<file path="config.mk">
export PLATFORM = sky130hd
export DESIGN_NAME = http_chunked_body_decoder
export DESIGN_NICKNAME = d
export VERILOG_FILES = /design/src/rtl/hcbd_pkg.sv /design/src/rtl/hcbd_front.sv /design/src/rtl/hcbd_queue.sv /design/src/rtl/hcbd_back.sv /design/src/rtl/http_chunked_body_decoder.sv
export VERILOG_INCLUDE_DIRS = /design/src /design/src/rtl
export SDC_FILE = /design/constraint.sdc
export NUM_CORES = 1
export LEC_CHECK = 0
export BUFFER_PORTS_ARGS = -buffer_cell sky130_fd_sc_hd__buf_2
export CAP_MARGIN = 20
export CELL_PAD_IN_SITES_DETAIL_PLACEMENT = 1
export CELL_PAD_IN_SITES_GLOBAL_PLACEMENT = 1
export CORE_UTILIZATION = 48
export CTS_CLUSTER_SIZE = 16
export DETAILED_ROUTE_END_ITERATION = 10
export PLACE_DENSITY = 0.92
export SYNTH_ARGS = -nofsm -noshare
export SYNTH_HDL_FRONTEND = slang
export SYNTH_HIERARCHICAL = 1
export SYNTH_SLANG_ARGS = --single-unit
</file>
<file path="constraint.sdc">
create_clock -name i_clk -period 4.65 [get_ports i_clk]
set_input_delay 0.93 -clock i_clk [delete_from_list [all_inputs] [get_ports i_clk]]
set_output_delay 0.93 -clock i_clk [all_outputs]
set_load 0.02 [all_outputs]
</file>
<file path="src/rtl/http_chunked_body_decoder_defines.svh">
// assertion macros for the chunked body decoder
// no dependencies; taken in by hcbd_back, the module that carries assertions
`ifndef HTTP_CHUNKED_BODY_DECODER_DEFINES_SVH
`define HTTP_CHUNKED_BODY_DECODER_DEFINES_SVH

// same-cycle implication, disabled while reset is low
`define HCBD_ASSERT_NOW(label, clk, rst_n, ante, cons) \
    label: assert property (@(posedge clk) disable iff (!rst_n) (ante) |-> (cons)) \
        else $error("hcbd same-cycle check failed");

// next-cycle implication, disabled while reset is low
`define HCBD_ASSERT_NEXT(label, clk, rst_n, ante, cons) \
    label: assert property (@(posedge clk) disable iff (!rst_n) (ante) |=> (cons)) \
        else $error("hcbd next-cycle check failed");

`endif

</file>
<file path="src/rtl/hcbd_pkg.sv">
// shared types and constants of the chunked body decoder
// no dependencies
package hcbd_pkg;

    localparam int TOTAL_BITS  = 32;
    localparam int HEX_BITS    = 4;
    localparam int QUEUE_DEPTH = 2;

    localparam logic [7:0] CHAR_CR  = 8'h0D;
    localparam logic [7:0] CHAR_LF  = 8'h0A;
    localparam logic [7:0] CHAR_NUL = 8'h00;

    localparam logic KIND_DATA = 1'b0;
    localparam logic KIND_END  = 1'b1;

    typedef enum logic [2:0] {
        PH_SKIP = 3'd0,
        PH_SIZE = 3'd1,
        PH_DATA = 3'd2,
        PH_DONE = 3'd3
    } t_phase;

    // one classified input item
    typedef struct packed {
        logic [7:0]          byte_val;
        logic                start;
        logic                is_cr;
        logic                is_lf;
        logic                is_nul;
        logic                is_hex;
        logic [HEX_BITS-1:0] hex_val;
    } t_cls;

endpackage

</file>
<file path="src/rtl/hcbd_front.sv">
// front part: classifies each raw body byte for the back part
// depends on hcbd_pkg
module hcbd_front (
    input  logic [7:0]    i_body_byte,
    input  logic          i_start_of_body,
    output hcbd_pkg::t_cls o_cls
);
    import hcbd_pkg::*;

    always_comb begin
        o_cls.byte_val = i_body_byte;
        o_cls.start    = i_start_of_body;
        o_cls.is_cr    = (i_body_byte == CHAR_CR);
        o_cls.is_lf    = (i_body_byte == CHAR_LF);
        o_cls.is_nul   = (i_body_byte == CHAR_NUL);
        o_cls.is_hex   = 1'b0;
        o_cls.hex_val  = '0;
        case (i_body_byte) inside
            [8'h30:8'h39]: begin
                o_cls.is_hex  = 1'b1;
                o_cls.hex_val = i_body_byte[3:0];
            end
            [8'h41:8'h46], [8'h61:8'h66]: begin
                // low nibble 1..6 maps to 10..15
                o_cls.is_hex  = 1'b1;
                o_cls.hex_val = 4'(i_body_byte[3:0] + 4'd9);
            end
            default: begin
                o_cls.is_hex = 1'b0;
            end
        endcase
    end

endmodule

</file>
<file path="src/rtl/hcbd_queue.sv">
// short queue of classified items between front and back
// depends on hcbd_pkg
module hcbd_queue (
    input  logic           i_clk,
    input  logic           i_rst_n,
    input  logic           i_push,
    input  hcbd_pkg::t_cls i_data,
    output logic           o_full,
    input  logic           i_pop,
    output logic           o_valid,
    output hcbd_pkg::t_cls o_data
);
    import hcbd_pkg::*;

    localparam int PTR_BITS = $clog2(QUEUE_DEPTH);
    localparam int CNT_BITS = $clog2(QUEUE_DEPTH + 1);

    t_cls                r_mem [QUEUE_DEPTH];
    logic [PTR_BITS-1:0] r_wr_ptr, n_wr_ptr;
    logic [PTR_BITS-1:0] r_rd_ptr, n_rd_ptr;
    logic [CNT_BITS-1:0] r_count, n_count;

    logic do_push, do_pop;

    assign o_full  = (r_count == CNT_BITS'(QUEUE_DEPTH));
    assign o_valid = (r_count != '0);
    assign o_data  = r_mem[r_rd_ptr];
    assign do_push = i_push && !o_full;
    assign do_pop  = i_pop && o_valid;

    always_comb begin
        n_wr_ptr = do_push ? PTR_BITS'(r_wr_ptr + 1'b1) : r_wr_ptr;
        n_rd_ptr = do_pop ? PTR_BITS'(r_rd_ptr + 1'b1) : r_rd_ptr;
        n_count  = r_count;
        if (do_push && !do_pop) begin
            n_count = CNT_BITS'(r_count + 1'b1);
        end else if (do_pop && !do_push) begin
            n_count = CNT_BITS'(r_count - 1'b1);
        end
    end

    always_ff @(posedge i_clk) begin
        if (!i_rst_n) begin
            r_wr_ptr <= '0;
            r_rd_ptr <= '0;
            r_count  <= '0;
        end else begin
            r_wr_ptr <= n_wr_ptr;
            r_rd_ptr <= n_rd_ptr;
            r_count  <= n_count;
        end
    end

    always_ff @(posedge i_clk) begin
        if (do_push) begin
            r_mem[r_wr_ptr] <= i_data;
        end
    end

endmodule

</file>
<file path="src/rtl/hcbd_back.sv">
// back part: chunk state machine and output register
// depends on hcbd_pkg and http_chunked_body_decoder_defines.svh
module hcbd_back #(
    parameter int COUNT_BITS = 32
) (
    input  logic                            i_clk,
    input  logic                            i_rst_n,
    input  logic                            i_q_valid,
    input  hcbd_pkg::t_cls                  i_q_data,
    output logic                            o_q_pop,
    output logic                            o_out_valid,
    input  logic                            i_out_ready,
    output logic                            o_result_kind,
    output logic [7:0]                      o_payload_byte,
    output logic [hcbd_pkg::TOTAL_BITS-1:0] o_total_bytes,
    output logic                            o_size_overflow
);
    import hcbd_pkg::*;
    `include "http_chunked_body_decoder_defines.svh"

    t_phase                r_phase, n_phase;
    logic [COUNT_BITS-1:0] r_acc, n_acc;
    logic                  r_hex_ended, n_hex_ended;
    logic [COUNT_BITS-1:0] r_left, n_left;
    logic [TOTAL_BITS-1:0] r_count, n_count;
    logic                  r_ovf, n_ovf;

    logic                  r_out_valid, n_out_valid;
    logic                  r_kind, n_kind;
    logic [7:0]            r_byte, n_byte;
    logic [TOTAL_BITS-1:0] r_total, n_total;
    logic                  r_ovf_out, n_ovf_out;

    // state as seen by the current item, after a restart
    t_phase                e_phase;
    logic [COUNT_BITS-1:0] e_acc;
    logic                  e_hex_ended;
    logic [COUNT_BITS-1:0] e_left;
    logic [TOTAL_BITS-1:0] e_count;
    logic                  e_ovf;

    logic                  emit;
    logic                  emit_kind;
    logic                  in_size;
    logic [COUNT_BITS-1:0] left_dec;

    assign o_q_pop = i_q_valid && (!r_out_valid || i_out_ready);

    always_comb begin
        e_phase     = i_q_data.start ? PH_SKIP : r_phase;
        e_acc       = i_q_data.start ? '0 : r_acc;
        e_hex_ended = i_q_data.start ? 1'b0 : r_hex_ended;
        e_left      = i_q_data.start ? '0 : r_left;
        e_count     = i_q_data.start ? '0 : r_count;
        e_ovf       = i_q_data.start ? 1'b0 : r_ovf;

        n_phase     = e_phase;
        n_acc       = e_acc;
        n_hex_ended = e_hex_ended;
        n_left      = e_left;
        n_count     = e_count;
        n_ovf       = e_ovf;
        emit        = 1'b0;
        emit_kind   = KIND_END;
        in_size     = 1'b0;
        left_dec    = (e_left != '0) ? COUNT_BITS'(e_left - 1'b1) : '0;

        case (e_phase)
            PH_SKIP: begin
                if (i_q_data.is_cr || i_q_data.is_lf) begin
                    n_phase = PH_SKIP;
                end else if (i_q_data.is_nul) begin
                    n_phase   = PH_DONE;
                    emit      = 1'b1;
                    emit_kind = KIND_END;
                end else begin
                    // first byte of a size line: fresh line state
                    e_acc       = '0;
                    e_hex_ended = 1'b0;
                    n_acc       = '0;
                    n_hex_ended = 1'b0;
                    n_phase     = PH_SIZE;
                    in_size     = 1'b1;
                end
            end
            PH_SIZE: begin
                in_size = 1'b1;
            end
            PH_DATA: begin
                if (e_count != '1) begin
                    n_count = TOTAL_BITS'(e_count + 1'b1);
                end
                n_left = left_dec;
                if (left_dec == '0) begin
                    n_phase = PH_SKIP;
                end
                emit      = 1'b1;
                emit_kind = KIND_DATA;
            end
            default: begin
                n_phase = e_phase;
            end
        endcase

        if (in_size) begin
            if (i_q_data.is_lf) begin
                if (e_acc == '0) begin
                    n_phase   = PH_DONE;
                    emit      = 1'b1;
                    emit_kind = KIND_END;
                end else begin
                    n_left      = e_acc;
                    n_acc       = '0;
                    n_hex_ended = 1'b0;
                    n_phase     = PH_DATA;
                end
            end else if (!e_hex_ended) begin
                if (!i_q_data.is_hex) begin
                    n_hex_ended = 1'b1;
                end else if (e_acc[COUNT_BITS-1 -: HEX_BITS] != '0) begin
                    // next digit would not fit: saturate
                    n_acc = '1;
                    n_ovf = 1'b1;
                end else begin
                    n_acc = {e_acc[COUNT_BITS-HEX_BITS-1:0], i_q_data.hex_val};
                end
            end
        end
    end

    always_comb begin
        n_out_valid = r_out_valid;
        n_kind      = r_kind;
        n_byte      = r_byte;
        n_total     = r_total;
        n_ovf_out   = r_ovf_out;
        if (r_out_valid && i_out_ready) begin
            n_out_valid = 1'b0;
        end
        if (o_q_pop && emit) begin
            n_out_valid = 1'b1;
            n_kind      = emit_kind;
            n_byte      = (emit_kind == KIND_DATA) ? i_q_data.byte_val : 8'h00;
            n_total     = n_count;
            n_ovf_out   = n_ovf;
        end
    end

    always_ff @(posedge i_clk) begin
        if (!i_rst_n) begin
            r_phase     <= PH_SKIP;
            r_acc       <= '0;
            r_hex_ended <= 1'b0;
            r_left      <= '0;
            r_count     <= '0;
            r_ovf       <= 1'b0;
            r_out_valid <= 1'b0;
        end else begin
            if (o_q_pop) begin
                r_phase     <= n_phase;
                r_acc       <= n_acc;
                r_hex_ended <= n_hex_ended;
                r_left      <= n_left;
                r_count     <= n_count;
                r_ovf       <= n_ovf;
            end
            r_out_valid <= n_out_valid;
        end
    end

    always_ff @(posedge i_clk) begin
        r_kind    <= n_kind;
        r_byte    <= n_byte;
        r_total   <= n_total;
        r_ovf_out <= n_ovf_out;
    end

    assign o_out_valid     = r_out_valid;
    assign o_result_kind   = r_kind;
    assign o_payload_byte  = r_byte;
    assign o_total_bytes   = r_total;
    assign o_size_overflow = r_ovf_out;

    `HCBD_ASSERT_NOW(a_data_left_nonzero, i_clk, i_rst_n, r_phase == PH_DATA, r_left != '0)
    `HCBD_ASSERT_NOW(a_end_byte_zero, i_clk, i_rst_n, r_out_valid && r_kind == KIND_END, r_byte == 8'h00)
    `HCBD_ASSERT_NOW(a_data_counted, i_clk, i_rst_n, r_out_valid && r_kind == KIND_DATA, r_total != '0)
    `HCBD_ASSERT_NEXT(a_stall_no_pop, i_clk, i_rst_n, r_out_valid && !i_out_ready, !$past(o_q_pop))

endmodule

</file>
<file path="src/rtl/http_chunked_body_decoder.sv">
// HTTP/1.1 chunked body decoder, one raw byte in, at most one result out.
// Input channel: i_in_valid / o_in_ready with i_body_byte and i_start_of_body;
// a byte with i_start_of_body high restarts decoding at a new body.
// Output channel: o_out_valid / i_out_ready with o_result_kind (0 payload byte,
// 1 end of body), o_payload_byte, o_total_bytes and o_size_overflow.
// Size lines take hex digits up to the first other character, end at LF
// (CRLF or bare LF); a zero size or a NUL at a line start ends the body.
// Throughput: one byte per cycle while the output register is empty or the
// receiver takes its result, set by the state update in the back part. A byte
// enters the two-entry queue at the edge that takes it; the state update then
// pops it and loads any result into the output register. Bytes that give no
// result still pass through the queue.
// Reset (i_rst_n low, synchronous) empties the queue and output register and
// readies the decoder for a new body. When the receiver holds i_out_ready low
// the result stays in the output register, the back part stops popping, and
// o_in_ready drops once the queue holds two bytes.
// depends on hcbd_pkg, hcbd_front, hcbd_queue, hcbd_back
module http_chunked_body_decoder #(
    parameter int COUNT_BITS = 32
) (
    input  logic                            i_clk,
    input  logic                            i_rst_n,
    input  logic                            i_in_valid,
    output logic                            o_in_ready,
    input  logic [7:0]                      i_body_byte,
    input  logic                            i_start_of_body,
    output logic                            o_out_valid,
    input  logic                            i_out_ready,
    output logic                            o_result_kind,
    output logic [7:0]                      o_payload_byte,
    output logic [hcbd_pkg::TOTAL_BITS-1:0] o_total_bytes,
    output logic                            o_size_overflow
);
    import hcbd_pkg::*;

    t_cls front_cls;
    t_cls q_data;
    logic q_full;
    logic q_valid;
    logic q_pop;

    assign o_in_ready = !q_full;

    hcbd_front u_front (
        .i_body_byte     (i_body_byte),
        .i_start_of_body (i_start_of_body),
        .o_cls           (front_cls)
    );

    hcbd_queue u_queue (
        .i_clk   (i_clk),
        .i_rst_n (i_rst_n),
        .i_push  (i_in_valid),
        .i_data  (front_cls),
        .o_full  (q_full),
        .i_pop   (q_pop),
        .o_valid (q_valid),
        .o_data  (q_data)
    );

    hcbd_back #(
        .COUNT_BITS (COUNT_BITS)
    ) u_back (
        .i_clk           (i_clk),
        .i_rst_n         (i_rst_n),
        .i_q_valid       (q_valid),
        .i_q_data        (q_data),
        .o_q_pop         (q_pop),
        .o_out_valid     (o_out_valid),
        .i_out_ready     (i_out_ready),
        .o_result_kind   (o_result_kind),
        .o_payload_byte  (o_payload_byte),
        .o_total_bytes   (o_total_bytes),
        .o_size_overflow (o_size_overflow)
    );

endmodule

</file>
==> Word level (Yosys, flattened, before mapping) <==
Memories as Yosys holds them, arrays and structs flattened. A register that Yosys moved wholly into a read port is not among the register bits.
Index checks and enable logic that the tools add are counted.
{ "op_classes": {"n_addsub": 7, "n_lt_le_gt_ge": 6, "n_eq_ne": 6, "mux": 67, "n_reduce_logical": 26} }
{ "op_table": {"columns": ["cell", "n"], "rows": [
  ["$mux W32", 19],
  ["$logic_not A32 Y1", 2],
  ["$mux W1", 35],
  ["$add A32 B1 Y32 const B", 1],
  ["$ne A32 B32 Y1 const B", 1],
  ["$reduce_bool A32 Y1", 1],
  ["$sub A32 B1 Y32 const B", 1],
  ["$eq A8 B4 Y1 const B", 2],
  ["$ge A8 B7 Y1 const B", 2],
  ["$le A8 B7 Y1 const B", 2],
  ["$mux W3", 5],
  ["$logic_and A1 B1 Y1", 10],
  ["$ge A8 B6 Y1 const B", 1],
  ["$le A8 B6 Y1 const B", 1],
  ["$logic_not A8 Y1", 1],
  ["$mux W4", 2],
  ["$mux W2", 3],
  ["$pmux W3 S2", 1],
  ["$reduce_bool A2 Y1", 3],
  ["$add A4 B4 Y4 const B", 1],
  ["$logic_not A1 Y1", 4],
  ["$pmux W1 S2", 2],
  ["$reduce_bool A4 Y1", 1],
  ["$eq A3 B1 Y1 const B", 1],
  ["other kinds (8)", 10]
]} }
{ "word_totals": {"ff_bits": 148, "ramBits": 34, "in_bits": 13, "wordCells": 127, "memories": 1} }
{ "memory_table": {"columns": ["memory", "depth", "word_bits", "read_ports", "rd_clocked_by_memory_dff", "write_ports", "line_no", "text"], "rows": [
  ["u_queue.r_mem", 2, 17, 1, 1, 1, "hcbd_queue.sv:18", "t_cls r_mem [QUEUE_DEPTH];"]
]} }

==> Logic depth before layout (Yosys ltp) <==
{ "logic_depth": {"depth_word": 10, "depth_mapped": 15} }

==> Cells and area by module <==
The synthesis kept the hierarchy.
{ "modules_own_cells": {"columns": ["mod", "instances", "cells_per_inst", "area_each_um2", "seq_area_each_um2"], "rows": [
  ["hcbd_back", 1, 1038, 8534.4, 3303.2],
  ["hcbd_queue", 1, 78, 1461.4, 1121.1],
  ["hcbd_front", 1, 42, 310.3, 0.0],
  ["http_chunked_body_decoder", 1, 1, 3.8, 0.0]
]} }

==> Least setup slack after synthesis <==
OpenSTA, ideal clock, no wires.
{ "synth_timing": {"path_kind": "register to register", "startpoint": "register (tool-made name)", "endpoint": "register u_back.r_byte[0] (netlist: u_back/o_payload_byte[0]), enable pin", "setup_ps": 441, "t_arrival_ps": 3700, "required_time_ps": 4209, "path_slack_ps": 509, "path_stages_with_launch": 10, "n_path_buf": 3, "cell_sequence": "dfxtp_1 buf_2 buf_4 mux2_2 nor2_1 a31oi_1 clkbuf_1 o31ai_1 a21oi_1 nor2_1"} }
{ "synth_lines": {"columns": ["element", "line_no", "text"], "rows": [
  ["to (signal assigned)", "hcbd_back.sv:173", "r_byte <= n_byte;"],
  ["to (decl)", "hcbd_back.sv:30", "logic [7:0] r_byte, n_byte;"]
]} }

==> impl_metrics.yaml <==
outcome:
  outcome: "finished, final reports clean"
detailed_routing:
  initialDrtViolationCount: 775
  detail_route.wl_per_cell_um: 23.4
  vias: 9727
  ant_nets: 0
  first_pass_iters: 6
  avgViaCountPerCell: 6.68
  drt-total-wl_um: 34000
  drc: 0
pwr:
  clockPowerShare_pct: 20.7
  powerDensity_mw_per_mm2: 628
  p_int_mw: 3.81
  fin_total_pwr_mw: 7.12
  seq_power_share_pct: 32.2
  p_switching_mw: 3.30
  p_comb_share_pct: 47.1
  p_sw_share_pct: 46.4
  vdd_drop_max_mv: 0.364
  leakagePower_nw: 3.92
timing:
  layout_min_cycle_time_ps: 3890
  relSlewSlack_pct: 20.6
  drv_slew: 0
  finClkSkew_ps: 14.2
  fin_ws_ps: 762
  fmax_mhz: 257
  finalHoldViolations: 0
  hold_ws_ps: 499
  setup_tns_ps: 0
  worst_pin_slew_ps: 1180
  setup_viol: 0
  period_share_pct: 83.6
  rsz0062_at_grt: "false"
yosys:
  synth-edff-count: 76
  yosysUniqueCellTypes: 85
  synth-seq-area-share_pct: 42.9
  syn_inst: 1159
  synth.most_common_cell: "nand2_1"
  synthTopCellsByCount: "nand2_1, dfxtp_1, a21oi_1"
  synth_top_area_share_pct: 22.1
  synth_area_leaders: "edfxtp_1, dfxtp_1, a21oi_1"
  synth-async-reset-ratio_pct: 0
  synth-seq-cells: 183
  syn_area_mm2: 0.0103
  syn_avg_cell_area_um2: 8.90
  syn_nets: 1180
  yosysWarnings: 6
  ys.flop_type: "dfxtp_1"
  synth_top_cell_by_area: "edfxtp_1"
floorplan:
  io_pins: 57
  dieArea_mm2: 0.0221
  die_w_um: 149
  fp.coreArea_mm2: 0.0210
  die_h_um: 149
  initial_core_util_pct: 49.0
  rows: 53
clock_tree:
  path_clk_slew_ps: 70
  cts.sinks: 183
  postCtsSetupBuffers: 0
  clockBufferDepth: 2
  clockRootBuffer: "clkbuf_16"
  clock_latency_ps: 440
  cts_tree: "done"
  post_cts_resized: 0
  cts_hold_buf: 0
  cts_buffers: 17
  cts_htree_levels: 4
global_routing:
  grt-ovfl-total: 0
  grt_pass1_wl_um: 54100
  grt_util_all_layers_pct: 31.5
  antenna_found_initial: 1
  grt_pass1_vias: 9881
  grt_max_degree: 80
layout:
  area_delta_synth_final_pct: 9.87
  fin_cells: 1456
  post-route-util_pct: 53.9
  final_area_mm2: 0.0113
  fin_nets: 1188
  drive_gt1_share_pct: 14.0
placement:
  place_ws_ps: 926
  place.gp.congestion: 0.965
  io_buffer_count: 56
  post-dp-hpwl_um: 22800
  dpl_cell_area_mm2: 0.0107
  placedCellCount: 1423
critical_path:
  cpPeakStageDelay_ps: 810
  path_max_fanout: 27
  crit_type: "reg2reg"
  endpoint_kind: "flop"
  start_kind: "flop"
  arrival_ps: 4220
  cp.required_ps: 4980
  crit_family: "compound AO/OA/AOI/OAI gates"
  cp_common_cell: "nor2_1"
  critPathSlowestCell: "a2111o_1"
  critPathBufInv: 1
  critical_path.cell_chain: "buf_4 -> mux2_2 -> nor2_1 -> a311oi_1 -> a2111o_1 -> nor2_1 -> nor2_1 -> nand2_1 -> o211a_1"
min_path:
  min_path_type: "reg2reg"
run:
  max-cap-violations: 0
## registers in the layout, indices dropped and copies added, names as in the netlist, named ones only
| signal | count |
|---|---|
| u_queue/r_mem | 34 |
| u_back/o_total_bytes | 32 |
| u_back/r_acc | 32 |
| u_back/r_count | 32 |
| u_back/r_left | 32 |
| u_back/o_payload_byte | 8 |
| u_back/r_phase | 3 |
| u_queue/r_count | 2 |
| u_back/o_out_valid | 1 |
| u_back/o_result_kind | 1 |
| u_back/o_size_overflow | 1 |
| u_back/r_hex_ended | 1 |
| u_back/r_ovf | 1 |
| u_queue/r_rd_ptr | 1 |
| u_queue/r_wr_ptr | 1 |
## layout by cell type, fill, tap and decap left out, types with 21 or more instances in the layout
cell type  instances
nand2_1          108
dfxtp_1          107
a21oi_1           90
o21ai_0           82
edfxtp_1          76
nor2_1            71
buf_2             56
nand3_1           56
nor2b_1           28
xnor2_1           28
a21boi_0          26
a31oi_1           25
nor3_1            24
and2_1            22
nor4_1            22
inv_1             21
or3_1             21
## cells by family after synthesis
kind of cell / synth area share (%)
mux: 2.55
buf+inv: 4.48
fa+ha+maj: 0.971
flops: 42.9
simple gates: 22.7
xor+xnor: 3.65
compound gates: 22.7
## layer usage
| metal | share of wire [%] | global-route usage (%) |
|---|---|---|
| met1 | 40 | 38.0 |
| met5 | 0 | 0 |
| met3 | 6.7 | 6.38 |
| met4 | 3.9 | 14.3 |
| met2 | 49 | 53.9 |
## area by class of cell
class,instances,area [um2]
Inverter,24,90.1
Clock inverter,14,146
Fill cell,2415,9690
Multi-Input combinational cell,866,5460
Clock buffer,18,439
Tap cell,275,344
Antenna cell,1,2.50
Timing Repair Buffer,75,423
Sequential cell,183,4420
## worst reg2reg max path: stages, from the launching register on
cell and delay (ps):
dfxtp_1 370, buf_4 270, mux2_2 290, nor2_1 160
a311oi_1 550, a2111o_1 810, nor2_1 250, nor2_1 780
nand2_1 130, o211a_1 170
## path summary, 6_finish.rpt
kind,endpoint,start,slack (ps),cells after the start
worst max-delay path,u_back/r_acc[31],flop,760,9
worst min-delay path,u_back/r_count[8],u_back/r_count[8],500,2
worst min register to register,u_back/r_count[8],u_back/r_count[8],500,2
worst max register to register,u_back/r_acc[31],flop,760,9
## power by group through the flow
stage	Clock [mW]	Sequential [mW]	Combinational (mW)
after floorplan	0	2.23	2.25
after CTS	1.49	2.28	3.26
after detailed placement	0	2.31	3.22
after global routing	1.54	2.32	3.57
final	1.47	2.29	3.35
after global placement	0	2.28	3.09
Note: power is estimated with default switching activity, not from simulation.
